<file path="src/design/fsms_pkg.sv">
`timescale 1ns / 1ps
// Package for the floppy seek and motor sequencer: item types, state, codes.
package fsms_pkg;

	// Recalibrate gives up on the next outward step once this many have gone without track zero
	localparam logic [7:0] RECAL_STEP_LIMIT = 8'd80;

	// Operation codes of an input item
	localparam logic [2:0] OP_TICK     = 3'd0;
	localparam logic [2:0] OP_RECAL    = 3'd1;
	localparam logic [2:0] OP_SEEK     = 3'd2;
	localparam logic [2:0] OP_CHG_STEP = 3'd3;
	localparam logic [2:0] OP_PREP_IO  = 3'd4;
	localparam logic [2:0] OP_MOTOR_OFF = 3'd5;

	// Completion codes
	localparam logic [2:0] ERR_OK        = 3'd0;
	localparam logic [2:0] ERR_OFFLINE   = 3'd1;
	localparam logic [2:0] ERR_TIMEOUT   = 3'd2;
	localparam logic [2:0] ERR_CHANGED   = 3'd3;
	localparam logic [2:0] ERR_MOTOR_OFF = 3'd4;
	localparam logic [2:0] ERR_BUSY      = 3'd5;

	// Configuration register indexes
	localparam logic [2:0] CFG_MAX_CYL      = 3'd0;
	localparam logic [2:0] CFG_REVERSE_WAIT = 3'd1;
	localparam logic [2:0] CFG_SIDE_WAIT    = 3'd2;
	localparam logic [2:0] CFG_STEP         = 3'd3;
	localparam logic [2:0] CFG_SEEK_SETTLE  = 3'd4;
	localparam logic [2:0] CFG_HEAD_SETTLE  = 3'd5;
	localparam logic [2:0] CFG_SPINUP       = 3'd6;
	localparam logic [2:0] CFG_MOTOR_OFF    = 3'd7;

	typedef enum logic [1:0] {
		MOTOR_OFF    = 2'd0,
		MOTOR_SPINUP = 2'd1,
		MOTOR_ON     = 2'd2
	} fsms_motor_t;

	typedef enum logic [2:0] {
		PH_IDLE        = 3'd0,
		PH_RECAL_STEP  = 3'd1,
		PH_RECAL_SETTLE = 3'd2,
		PH_SEEK_STEP   = 3'd3,
		PH_SEEK_SETTLE = 3'd4,
		PH_IO_STEP     = 3'd5,
		PH_IO_SETTLE   = 3'd6,
		PH_IO_READY    = 3'd7
	} fsms_phase_t;

	typedef struct packed {
		logic [2:0] op;
		logic [7:0] target_cylinder;
		logic       target_head;
		logic       at_track_zero;
		logic       disk_ready;
		logic       disk_changed;
	} fsms_in_t;

	typedef struct packed {
		logic       motor_enable;
		logic       step_pulse;
		logic       step_inward;
		logic       head_select;
		logic       busy_res;
		logic       done_res;
		logic [2:0] error_code;
		logic [7:0] current_cylinder;
		logic       online;
	} fsms_out_t;

	typedef struct packed {
		logic [7:0]  max_cylinder;
		logic [15:0] reverse_wait_ticks;
		logic [15:0] side_wait_ticks;
		logic [15:0] step_ticks;
		logic [15:0] seek_settle_ticks;
		logic [15:0] head_settle_ticks;
		logic [15:0] spinup_timeout_ticks;
		logic [19:0] motor_off_ticks;
	} fsms_cfg_t;

	typedef struct packed {
		logic [7:0]  head_cylinder;
		logic        current_head;
		logic        last_seek_inward;
		logic        reset_step_inward;
		fsms_motor_t motor_phase;
		logic        drive_online;
		fsms_phase_t sequence_phase;
		logic [15:0] wait_counter;
		logic [7:0]  steps_left;
		logic        goal_head;
		logic [19:0] off_counter;
	} fsms_state_t;

endpackage

</file>
<file path="src/design/fsms_step.sv">
`timescale 1ns / 1ps
// Next-state and result logic for one tick or command of the sequencer.
module fsms_step (
	input  fsms_pkg::fsms_state_t st,
	input  fsms_pkg::fsms_cfg_t   cfg,
	input  fsms_pkg::fsms_in_t    item,
	output fsms_pkg::fsms_state_t nxt,
	output fsms_pkg::fsms_out_t   res
);
	import fsms_pkg::*;

	// Set up a seek: direction, step count and pre-wait.
	function automatic fsms_state_t start_seek(input fsms_state_t s, input logic [7:0] cyl,
			input logic head, input logic io, input fsms_cfg_t c);
		fsms_state_t r;
		logic        inward;
		logic [7:0]  n;
		logic [15:0] pre;
		r = s;
		inward = (cyl >= s.head_cylinder);
		n = inward ? (cyl - s.head_cylinder) : (s.head_cylinder - cyl);
		pre = 16'd0;
		if (n != 8'd0 && inward != s.last_seek_inward)
			pre = c.reverse_wait_ticks;
		if (c.side_wait_ticks > pre)
			pre = c.side_wait_ticks;
		if (n != 8'd0)
			r.last_seek_inward = inward;
		r.steps_left = n;
		r.goal_head = head;
		r.wait_counter = pre;
		r.sequence_phase = io ? PH_IO_STEP : PH_SEEK_STEP;
		return r;
	endfunction

	always_comb begin
		logic             r_step;
		logic             r_inward;
		logic             r_done;
		logic [2:0]       r_err;
		logic [7:0]       clamped;
		logic signed [9:0] cyl_s;
		logic signed [9:0] c_s;
		logic signed [9:0] max_s;
		logic             rsi;
		logic [7:0]       c_cyl;
		logic [7:0]       left;

		nxt = st;
		r_step = 1'b0;
		r_inward = 1'b0;
		r_done = 1'b0;
		r_err = ERR_OK;
		clamped = (item.target_cylinder > cfg.max_cylinder) ? cfg.max_cylinder
			: item.target_cylinder;
		cyl_s = signed'({2'b00, st.head_cylinder});
		max_s = signed'({2'b00, cfg.max_cylinder});
		c_s = '0;
		rsi = st.reset_step_inward;
		c_cyl = '0;
		left = '0;

		case (item.op)
			OP_TICK: begin
				// auto-off timer first
				if (nxt.motor_phase != MOTOR_OFF) begin
					if (nxt.off_counter <= 20'd1) begin
						nxt.motor_phase = MOTOR_OFF;
						nxt.off_counter = '0;
					end else begin
						nxt.off_counter = nxt.off_counter - 20'd1;
					end
				end
				if (nxt.sequence_phase == PH_IO_READY) begin
					if (nxt.motor_phase == MOTOR_OFF) begin
						r_done = 1'b1;
						r_err = ERR_MOTOR_OFF;
						nxt.sequence_phase = PH_IDLE;
						nxt.wait_counter = '0;
					end else if (item.disk_changed) begin
						r_done = 1'b1;
						r_err = ERR_CHANGED;
						nxt.sequence_phase = PH_IDLE;
						nxt.wait_counter = '0;
					end else if (item.disk_ready) begin
						nxt.motor_phase = MOTOR_ON;
						r_done = 1'b1;
						nxt.sequence_phase = PH_IDLE;
						nxt.wait_counter = '0;
					end else if (nxt.wait_counter <= 16'd1) begin
						nxt.motor_phase = MOTOR_OFF;
						nxt.off_counter = '0;
						r_done = 1'b1;
						r_err = ERR_TIMEOUT;
						nxt.sequence_phase = PH_IDLE;
						nxt.wait_counter = '0;
					end else begin
						nxt.wait_counter = nxt.wait_counter - 16'd1;
					end
				end else if (nxt.sequence_phase != PH_IDLE) begin
					if (nxt.wait_counter != 16'd0)
						nxt.wait_counter = nxt.wait_counter - 16'd1;
					if (nxt.wait_counter == 16'd0) begin
						case (nxt.sequence_phase)
							PH_RECAL_STEP: begin
								if (item.at_track_zero) begin
									nxt.current_head = 1'b0;
									nxt.wait_counter = cfg.seek_settle_ticks;
									nxt.sequence_phase = PH_RECAL_SETTLE;
								end else begin
									r_step = 1'b1;
									if (nxt.head_cylinder != 8'd0)
										nxt.head_cylinder = nxt.head_cylinder - 8'd1;
									if (nxt.steps_left >= RECAL_STEP_LIMIT) begin
										nxt.drive_online = 1'b0;
										nxt.motor_phase = MOTOR_OFF;
										nxt.off_counter = '0;
										r_done = 1'b1;
										r_err = ERR_TIMEOUT;
										nxt.sequence_phase = PH_IDLE;
										nxt.wait_counter = '0;
									end else begin
										nxt.steps_left = nxt.steps_left + 8'd1;
										nxt.wait_counter = cfg.step_ticks;
									end
								end
							end
							PH_RECAL_SETTLE: begin
								nxt.head_cylinder = '0;
								nxt.current_head = 1'b0;
								nxt.last_seek_inward = 1'b0;
								nxt.drive_online = 1'b1;
								r_done = 1'b1;
								nxt.sequence_phase = PH_IDLE;
								nxt.wait_counter = '0;
							end
							PH_SEEK_STEP, PH_IO_STEP: begin
								if (nxt.steps_left != 8'd0) begin
									r_step = 1'b1;
									r_inward = nxt.last_seek_inward;
									nxt.head_cylinder = nxt.last_seek_inward
										? nxt.head_cylinder + 8'd1 : nxt.head_cylinder - 8'd1;
									left = nxt.steps_left - 8'd1;
									nxt.steps_left = left;
									if (left != 8'd0) begin
										nxt.wait_counter = cfg.step_ticks;
									end else begin
										nxt.current_head = nxt.goal_head;
										nxt.wait_counter = cfg.seek_settle_ticks;
										nxt.sequence_phase =
											(st.sequence_phase == PH_IO_STEP)
											? PH_IO_SETTLE : PH_SEEK_SETTLE;
									end
								end else begin
									nxt.wait_counter = (nxt.goal_head != nxt.current_head)
										? cfg.head_settle_ticks : 16'd0;
									nxt.current_head = nxt.goal_head;
									nxt.sequence_phase = (st.sequence_phase == PH_IO_STEP)
										? PH_IO_SETTLE : PH_SEEK_SETTLE;
								end
							end
							PH_IO_SETTLE: begin
								if (nxt.motor_phase == MOTOR_SPINUP) begin
									nxt.sequence_phase = PH_IO_READY;
									nxt.wait_counter = cfg.spinup_timeout_ticks;
								end else begin
									r_done = 1'b1;
									r_err = (nxt.motor_phase == MOTOR_OFF) ? ERR_MOTOR_OFF
										: ERR_OK;
									nxt.sequence_phase = PH_IDLE;
									nxt.wait_counter = '0;
								end
							end
							default: begin
								r_done = 1'b1;
								nxt.sequence_phase = PH_IDLE;
								nxt.wait_counter = '0;
							end
						endcase
					end
				end
			end
			OP_MOTOR_OFF: begin
				nxt.motor_phase = MOTOR_OFF;
				nxt.off_counter = '0;
				r_done = 1'b1;
			end
			OP_RECAL, OP_SEEK, OP_CHG_STEP, OP_PREP_IO: begin
				if (st.sequence_phase != PH_IDLE) begin
					r_done = 1'b1;
					r_err = ERR_BUSY;
				end else if (item.op == OP_RECAL) begin
					nxt.steps_left = '0;
					nxt.wait_counter = cfg.reverse_wait_ticks;
					nxt.sequence_phase = PH_RECAL_STEP;
				end else if (!st.drive_online) begin
					r_done = 1'b1;
					r_err = ERR_OFFLINE;
					nxt.wait_counter = '0;
				end else if (item.op == OP_SEEK) begin
					nxt = start_seek(st, clamped, item.target_head, 1'b0, cfg);
				end else if (item.op == OP_CHG_STEP) begin
					// nudge one cylinder, alternating direction, kept in range
					c_s = st.reset_step_inward ? (cyl_s + 10'sd1) : (cyl_s - 10'sd1);
					if (c_s > max_s) begin
						c_s = cyl_s - 10'sd1;
						rsi = 1'b0;
					end else if (c_s < 10'sd0) begin
						c_s = 10'sd1;
						rsi = 1'b1;
					end
					if (c_s < 10'sd0)
						c_s = 10'sd0;
					if (c_s > max_s)
						c_s = max_s;
					c_cyl = c_s[7:0];
					nxt = start_seek(st, c_cyl, st.current_head, 1'b0, cfg);
					nxt.reset_step_inward = ~rsi;
				end else begin
					nxt.off_counter = cfg.motor_off_ticks;
					if (st.motor_phase == MOTOR_OFF)
						nxt.motor_phase = MOTOR_SPINUP;
					if (clamped != st.head_cylinder || item.target_head != st.current_head) begin
						nxt = start_seek(nxt, clamped, item.target_head, 1'b1, cfg);
					end else if (nxt.motor_phase == MOTOR_SPINUP) begin
						nxt.sequence_phase = PH_IO_READY;
						nxt.wait_counter = cfg.spinup_timeout_ticks;
					end else begin
						r_done = 1'b1;
						r_err = ERR_OK;
						nxt.wait_counter = '0;
					end
				end
			end
			default: begin
			end
		endcase

		res.motor_enable = (nxt.motor_phase != MOTOR_OFF);
		res.step_pulse = r_step;
		res.step_inward = r_inward;
		res.head_select = nxt.current_head;
		res.busy_res = (nxt.sequence_phase != PH_IDLE);
		res.done_res = r_done;
		res.error_code = r_err;
		res.current_cylinder = nxt.head_cylinder;
		res.online = nxt.drive_online;
	end

endmodule

</file>
<file path="src/design/floppy_seek_motor_sequencer.sv">
`timescale 1ns / 1ps
// Top level of the floppy seek and motor sequencer.
//
// Usage notes:
//  - Input channel (in_valid / in_stall / in_data): one item per transfer, either a
//    time tick or a command, always carrying the sampled drive status lines.
//  - Output channel (out_valid / out_stall / out_data): exactly one result per
//    accepted item, in order: motor, step pulse and direction, head, busy,
//    done with completion code, believed cylinder and online flag.
//  - Configuration channel (cfg_valid / cfg_ready / cfg_index / cfg_data): cfg_ready
//    is always high; write only while the block is idle.
//  - Each accepted item is held in the input register, and its result in the result
//    register until the output transfer takes it.
//  - Throughput: one item per cycle while the output is not stalled, set by the single
//    next-state pass between input and result registers; all timers are counted in ticks.
//  - A stall on the output holds the result register; the input register then fills
//    and in_stall rises in the same cycle, so nothing is lost or repeated.
//  - Reset: sequence idle, motor off, drive offline, head at cylinder zero, and the
//    registers return to their default timings.
module floppy_seek_motor_sequencer (
	input  logic                 clk,
	input  logic                 arst_n,
	input  logic                 in_valid,
	output logic                 in_stall,
	input  fsms_pkg::fsms_in_t   in_data,
	output logic                 out_valid,
	input  logic                 out_stall,
	output fsms_pkg::fsms_out_t  out_data,
	input  logic                 cfg_valid,
	output logic                 cfg_ready,
	input  logic [2:0]           cfg_index,
	input  logic [19:0]          cfg_data
);
	import fsms_pkg::*;

	fsms_in_t    item_s1;
	logic        valid_s1;
	fsms_out_t   res_s2;
	logic        valid_s2;
	fsms_state_t state_q;
	fsms_cfg_t   cfg_q;
	fsms_state_t state_nxt;
	fsms_out_t   res_nxt;
	logic        advance;

	// item in the input register moves on when the result register is free or drains
	assign advance   = valid_s1 && (!valid_s2 || !out_stall);
	assign in_stall  = valid_s1 && !advance;
	assign out_valid = valid_s2;
	assign out_data  = res_s2;
	assign cfg_ready = 1'b1;

	fsms_step u_step (
		.st   (state_q),
		.cfg  (cfg_q),
		.item (item_s1),
		.nxt  (state_nxt),
		.res  (res_nxt)
	);

	// control: pipeline valids and sequencer state
	always_ff @(posedge clk or negedge arst_n) begin
		if (!arst_n) begin
			valid_s1 <= 1'b0;
			valid_s2 <= 1'b0;
			state_q <= '{
				head_cylinder:     8'd0,
				current_head:      1'b0,
				last_seek_inward:  1'b0,
				reset_step_inward: 1'b0,
				motor_phase:       MOTOR_OFF,
				drive_online:      1'b0,
				sequence_phase:    PH_IDLE,
				wait_counter:      16'd0,
				steps_left:        8'd0,
				goal_head:         1'b0,
				off_counter:       20'd0
			};
		end else begin
			if (in_valid && !in_stall)
				valid_s1 <= 1'b1;
			else if (advance)
				valid_s1 <= 1'b0;
			if (advance) begin
				valid_s2 <= 1'b1;
				state_q <= state_nxt;
			end else if (!out_stall) begin
				valid_s2 <= 1'b0;
			end
		end
	end

	// payload registers
	always_ff @(posedge clk) begin
		if (in_valid && !in_stall)
			item_s1 <= in_data;
		if (advance)
			res_s2 <= res_nxt;
	end

	// configuration registers
	always_ff @(posedge clk or negedge arst_n) begin
		if (!arst_n) begin
			cfg_q <= '{
				max_cylinder:         8'd79,
				reverse_wait_ticks:   16'd180,
				side_wait_ticks:      16'd20,
				step_ticks:           16'd30,
				seek_settle_ticks:    16'd160,
				head_settle_ticks:    16'd1,
				spinup_timeout_ticks: 16'd5000,
				motor_off_ticks:      20'd40000
			};
		end else if (cfg_valid && cfg_ready) begin
			case (cfg_index)
				CFG_MAX_CYL:      cfg_q.max_cylinder <= cfg_data[7:0];
				CFG_REVERSE_WAIT: cfg_q.reverse_wait_ticks <= cfg_data[15:0];
				CFG_SIDE_WAIT:    cfg_q.side_wait_ticks <= cfg_data[15:0];
				CFG_STEP:         cfg_q.step_ticks <= cfg_data[15:0];
				CFG_SEEK_SETTLE:  cfg_q.seek_settle_ticks <= cfg_data[15:0];
				CFG_HEAD_SETTLE:  cfg_q.head_settle_ticks <= cfg_data[15:0];
				CFG_SPINUP:       cfg_q.spinup_timeout_ticks <= cfg_data[15:0];
				CFG_MOTOR_OFF:    cfg_q.motor_off_ticks <= cfg_data;
				default: begin
				end
			endcase
		end
	end

endmodule

</file>
<file path="config.mk">
export PLATFORM = sky130hd
export DESIGN_NAME = floppy_seek_motor_sequencer
export DESIGN_NICKNAME = d
export VERILOG_FILES = /design/src/design/fsms_pkg.sv /design/src/design/fsms_step.sv /design/src/design/floppy_seek_motor_sequencer.sv
export SDC_FILE = /design/constraint.sdc
export NUM_CORES = 1
export LEC_CHECK = 0
export BUFFER_PORTS_ARGS = -buffer_cell sky130_fd_sc_hd__buf_2
export CAP_MARGIN = 20
export CORE_MARGIN = 5
export CORE_UTILIZATION = 57
export DETAILED_ROUTE_END_ITERATION = 10
export GPL_ROUTABILITY_DRIVEN = 0
export MAX_ROUTING_LAYER = met4
export PLACE_DENSITY = 0.81
export SYNTH_ARGS = -nofsm -noshare
export SYNTH_HDL_FRONTEND = slang
export SYNTH_SLANG_ARGS = --single-unit
</file>
<file path="constraint.sdc">
create_clock -name clk -period 10.2 [get_ports clk]
set_input_delay 3.06 -clock clk [delete_from_list [all_inputs] [get_ports clk]]
set_output_delay 3.06 -clock clk [all_outputs]
set_load 0.01 [all_outputs]
</file>
# Word-level counts from Yosys, hierarchy flattened
# Index checks and enable logic that the tools add are counted.
[op_classes] order_cmp=13 reduce_logical=47 n_bitwise=7 n_eq_ne=47 addsub=12 muxes=193
[op_table] cell="$mux 16" count=33
[op_table] cell="$mux 62" count=5
[op_table] cell="$mux 20" count=12
[op_table] cell="$mux 10" count=19
[op_table] cell="$mux 19" count=8
[op_table] cell="$mux 8" count=18
[op_table] cell="$mux 53" count=2
[op_table] cell="$mux 30" count=2
[op_table] cell="$pmux 20 s3" count=1
[op_table] cell="$mux 29" count=2
[op_table] cell="$pmux 19 s3" count=1
[op_table] cell="$pmux 28 s2" count=1
[op_table] cell="$gt 16x16->1" count=3
[op_table] cell="$mux 3" count=15
[op_table] cell="$reduce_bool 8->1" count=5
[op_table] cell="$mux 1" count=39
[op_table] cell="$mux 2" count=19
[op_table] cell="$sub 8x8->8" count=4
[op_table] cell="$eq 3x3->1 const B" count=9
[op_table] cell="$mux 27" count=1
[op_table] cell="$pmux 9 s3" count=1
[op_table] cell="$mux 21" count=1
[op_table] cell="$gt 10x9->1" count=2
[op_table] cell="$le 20x1->1 const B" count=1
[op_table] cell="56 further kinds" count=115
[totals] elab_cells=355 out_inout_bits=21 input_bits=43 reg_bits=221

# Logic depth before layout (Yosys ltp)
[depth] depth_word=51 depth_mapped=46 depth_no_buf=43

# Hierarchy
# A second synthesis with hierarchy kept.
[unflattened] cells_unflattened=1805 hier_area_um2=17128.9
[by_module_without_submodules] module="fsms_step" cells_each=1360 n_inst=1 seq_area_each_um2=0.0 area_per_inst_um2=8836.0
[by_module_without_submodules] module="floppy_seek_motor_sequencer" cells_each=445 n_inst=1 seq_area_each_um2=5730.5 area_per_inst_um2=8293.0

# Least setup slack after synthesis
# Ideal clock, no wire load.
[synth_path] path_type="register to register" start="register state_q[56] (netlist bit)" end="register state_q[32] (netlist bit)" setup_ns=0.116 path_stages_with_launch=43 n_path_buf=4 required_ns=10.084 t_arrival_ns=9.483 period_less_slack_ns=9.599 slack_ns=0.601 cell_sequence="dfrtp_1 > clkbuf_1 > inv_1 > nor3_1 > a21oi_1 > xnor2_1 > ha_1 > a21o_1 > a21oi_1 > o221ai_1 > a21o_1 > a21o_1 > a21oi_1 > mux2_2 > nand2_1 > inv_1 > ha_1 > o21a_1 > (+7 left out) > ha_1 > clkbuf_1 > and4_1 > o31a_1 > a2111o_1 > and3_1 > o2111ai_1 > o31a_1 > clkbuf_1 > nand2_1 > ha_1 > nand4_1 > or2_2 > or3_1 > o21a_1 > nor2_1 > a221oi_1 > o311ai_0"
[synth_between] elab_chain_len=50 word_cells_on_any_way=82 classes_between="add/sub (6); order compare (9); eq/ne (3); mux (59); reduce/logical (5)"
[synth_lines] item="from (decl)" line_no="floppy_seek_motor_sequencer.sv:40" source="fsms_state_t state_q;"
[synth_lines] item="from (signal assigned)" line_no="floppy_seek_motor_sequencer.sv:66" source="state_q <= '{"
[synth_lines] item="from (signal assigned)" line_no="floppy_seek_motor_sequencer.sv:86" source="state_q <= state_nxt;"
[synth_lines] item="$sub 8x1->9 / $add 8x1->9 (equally long branches)" line_no="fsms_step.sv:204, fsms_step.sv:206"
[synth_lines] item="$mux 10" line_no="fsms_step.sv:204" source="c_s = st.reset_step_inward ? (cyl_s + 10'sd1) : (cyl_s - 10'sd1);"
[synth_lines] item="$lt 10x1->1" line_no="fsms_step.sv:208" source="end else if (c_s < 10'sd0) begin"
[synth_lines] item="$mux 10" line_no="fsms_step.sv:208"
[synth_lines] item="$mux 10" line_no="fsms_step.sv:205" source="if (c_s > max_s) begin"
[synth_lines] item="$mux 10" line_no="fsms_step.sv:202" source="end else if (item.op == OP_CHG_STEP) begin"
[synth_lines] item="$mux 10" line_no="fsms_step.sv:200" source="end else if (item.op == OP_SEEK) begin"
[synth_lines] item="$mux 10" line_no="fsms_step.sv:196" source="end else if (!st.drive_online) begin"
[synth_lines] item="(+32 left out)"
[synth_lines] item="$mux 53" line_no="fsms_step.sv:202"
[synth_lines] item="$mux 53 *" line_no="fsms_step.sv:200"
[synth_lines] item="$mux 62 * (3 in a row)"
[synth_lines] item="$mux 62 *" line_no="fsms_step.sv:63" source="case (item.op)"
[synth_lines] item="$mux 16 *" line_no="fsms_step.sv:196"
[synth_lines] item="$mux 27 *" line_no="fsms_step.sv:192" source="end else if (item.op == OP_RECAL) begin"
[synth_lines] item="$mux 62 *" line_no="fsms_step.sv:189" source="if (st.sequence_phase != PH_IDLE) begin"
[synth_lines] item="$pmux 28 s2 *" line_no="fsms_step.sv:63"
# Mark *: on every way between the ends. The rest lies on a longest branch, timed or not. The select of a mux whose other input is x is not followed.
# A chain may end at the register's enable or synchronous reset.

# Worst setup path in the final report
[layout_path] start="register state_q[54] (netlist bit)" end="register state_q[29] (netlist bit)"
# Same word-level chain as after synthesis.

==> flow_summary.toml <==
[detailed_routing]
routed_wl_um = 51400
routed_via_density = 6.99
drt-wirelength-per-cell_um = 23.3
first_pass_iters = 6
drc = 0
drtIter0Drc = 2553
vias = 15400
drt.antenna.violating_nets = 0

[layout]
multi_input_area_sq_um = 9890
final_cell_mix = "173 x nand2_1, 159 x dfrtp_1, 125 x mux2_2"
stdcell_area_sq_um = 17800
area_growth_pct = 10.0
antenna_cells = 0
drive_above_1_share_pct = 18.6
num-fill-cells = 2258
fin_cells = 2207
nets = 1953
final_common_cell = "nand2_1"
regArea_sq_um = 5730

[timing]
finalCriticalPeriod_ns = 9.75
hold_ws_ns = 0.497
tightest_slew_ns = 1.12
fin_skew_ns = 0.0183
hold_violations = 0
finalSetupViolations = 0
max-slew-margin-rel_pct = 25.0
post-route-period-util_pct = 95.6
fin_setup_tns_ns = 0
max_clock_freq_mhz = 103
maxSlewViolCount = 0

[setup_path]
cp_max_fo = 20
path_class = "reg -> reg"
rr_endpoint = "state_q[29]"
r2r_slack_ns = 0.45
r2r_start = "state_q[54]"
path_common_cell = "o21a_1"
startpoint_type = "flip-flop"
cp-end-kind = "flip-flop"
slowest_delay_ns = 0.45
slowest_stage = "o31a_4"
r2r_cells = 45
cp.arrival_ns = 10.21
crit_required_ns = 10.66

[logic_synthesis]
synth_fp_nets = 1930
ys_ff_latch = 221
synth_cells = 1787
syn_area_sq_um = 16100
yosys_most_used_dff = "dfrtp_1"
yosys.area.top_type = "dfrtp_1"
syn_area_per_cell_sq_um = 9.03
postSynth.asyncResetShare_pct = 85.1
yosysTopAreaCellShare_pct = 24.8
ys_seq_area_share_pct = 35.5
ys.warnings.count = 0
yosysUniqueCellTypes = 82
synth_edf_count = 33
synth.area.top_cells = "dfrtp_1 25%, mux2_2 8.7%, ha_1 7.4%, edfxtp_1 6.1%, dfstp_2 4.6%"

[global_route]
grt_max_degree = 103
grt_pass1_vias = 14400
antenna_found_initial = 0
track_usage_pct = 32.6
grt-ovfl-total = 0
grt_pass1_wl_um = 80300

[floorplan]
core_area_sq_um = 27900
ios = 64
die_height_um = 178
die_w_um = 178
dieArea_sq_um = 31800
core.rowCount = 61
initial_core_util_pct = 58.0

[cts]
cts.root.buffer_cell = "clkbuf_16"
clk_pin_slew_ns = 0.07
hold_buffers = 0
cts_made_buffers = 25
cts_tree = "built"
h-tree-depth = 1
clkSinkCount = 221
clock_path_buffers = 3
clock_latency_ns = 0.56

[pwr]
seq_power_share_pct = 35.6
internal-power_mw = 2.18
p_leak_nw = 7.19
combPwrFrac_pct = 40.1
switching_share_pct = 41.2
power_density_nw_per_um2 = 209
peakVddDrop_mv = 0.152
p_sw_mw = 1.53
finalPower_mw = 3.71
clkPwrFrac_pct = 24.4

[worst_hold_path]
whs_endpoint = "state_q[5]"
worstHoldStart = "cfg_q[5]"
hold_depth = 2
hp-class = "reg -> reg"

[place]
dpl.hpwl_um = 37000
placed_area_sq_um = 16800
place_inst = 2153
port_buffers = 62

[flow_run]
cap_violations = 0

[outcome]
outcome = "finished, final reports clean"
-- state kept, by name (all words and copies together) (netlist names) --
signal / count
cfg_q: 124
state_q: 62
out_data: 18
item_s1: 15
out_valid: 1
valid_s1: 1
-- worst max-delay path, delay by kind of cell (launching register included) --
kind | cells | cell delay (ns)
adders and majority gates | 5 | 1.50
muxes | 2 | 0.71
and+or+nand+nor | 7 | 0.94
DFF | 1 | 0.40
buffers and inverters | 6 | 1.09
AOI/OAI and AO/OA | 25 | 4.98
-- how the worst max path moves through the flow --
stage | slack [ns] | startpoint | cells past startpoint | to
floorplan | 0.60 | state_q[56] | 42 | state_q[32]
global placement | 0.48 | state_q[54] | 43 | state_q[32]
detailed placement | 0.04 | state_q[54] | 41 | state_q[34]
CTS | 0.04 | state_q[54] | 45 | state_q[31]
global route | -0.05 | state_q[54] | 45 | state_q[42]
finish | 0.45 | state_q[54] | 45 | state_q[29]
-- area by class of cell --
cell class,count,share of cell area (%)
inverters,55,1.20
flip-flops and latches,221,32.3
clock buffers,32,3.84
repair buffers,100,3.56
multi-input cells,1407,55.7
clock inverters,14,0.768
well taps,378,2.66
-- routing by layer --
layer / wire length [um] / up-vias / global-route usage [%] / part of all wire [%]
met3: 6440 / 221 / 7.76 / 13
met4: 2150 / 0 / 9.72 / 4.2
met2: 22400 / 1052 / 48.8 / 44
met5: 0 / - / - / 0
met1: 20400 / 7373 / 44.5 / 40
li1: - / 6787 / - / -
-- Yosys cell counts (15+ instances only) --
cell type and number:
nand2_1 173, dfrtp_1 160, mux2_2 125, a21oi_1 122, o21ai_0 119, nor2_1 106
ha_1 96, clkbuf_1 94, nor3_1 65, inv_1 54, o21a_1 42, o211ai_1 36
edfxtp_1 33, a21o_1 32, nand3_1 29, dfstp_2 28, or3_1 28, nand4_1 25
mux2i_1 23, xnor2_1 22, a211oi_1 19, a221oi_1 18, o31ai_1 18, nor2b_1 17
nor4_1 17, a222oi_1 16, and2_1 16, a22o_1 15
-- stage by stage --
step | utilization (%) | setup WS [ns]
6_report | 63.8 | 0.449
3_5_place_dp | 60.3 | 0.0361
5_1_grt | 63.8 | -0.0480
3_3_place_gp | 60.2 | 0.475
4_1_cts | 63.2 | 0.0355
2_1_floorplan | - | 0.601
-- power by group through the flow --
stage	combinational (mW)	sequential, mW	clock (mW)
finish	1.49	1.32	0.904
global route	1.62	1.33	0.949
CTS	1.43	1.30	0.914
detailed placement	1.41	1.31	0
global placement	1.37	1.30	0
floorplan	1.09	1.21	0
-- kinds of logic (layout without fill, tap and decap cells) --
logic type	Yosys count	count (layout)	synth area share, %
AOI/OAI and AO/OA	569	569	23.8
and+or+nand+nor	559	559	17.2
DFF	221	221	35.5
buffers and inverters	159	201	3.80
muxes	148	148	10.1
adders and majority gates	100	100	7.94
xor gates and xnor gates	30	30	1.63
other	1	1	0.0232
-- repair_timing --
item | CTS | global route
setup buffers | 0 | 4
gates resized for setup | 1 | 22
pin swaps | 0 | 1
setup endpoints to repair | 4 | 16
Note: power is estimated with default switching activity, not from simulation.
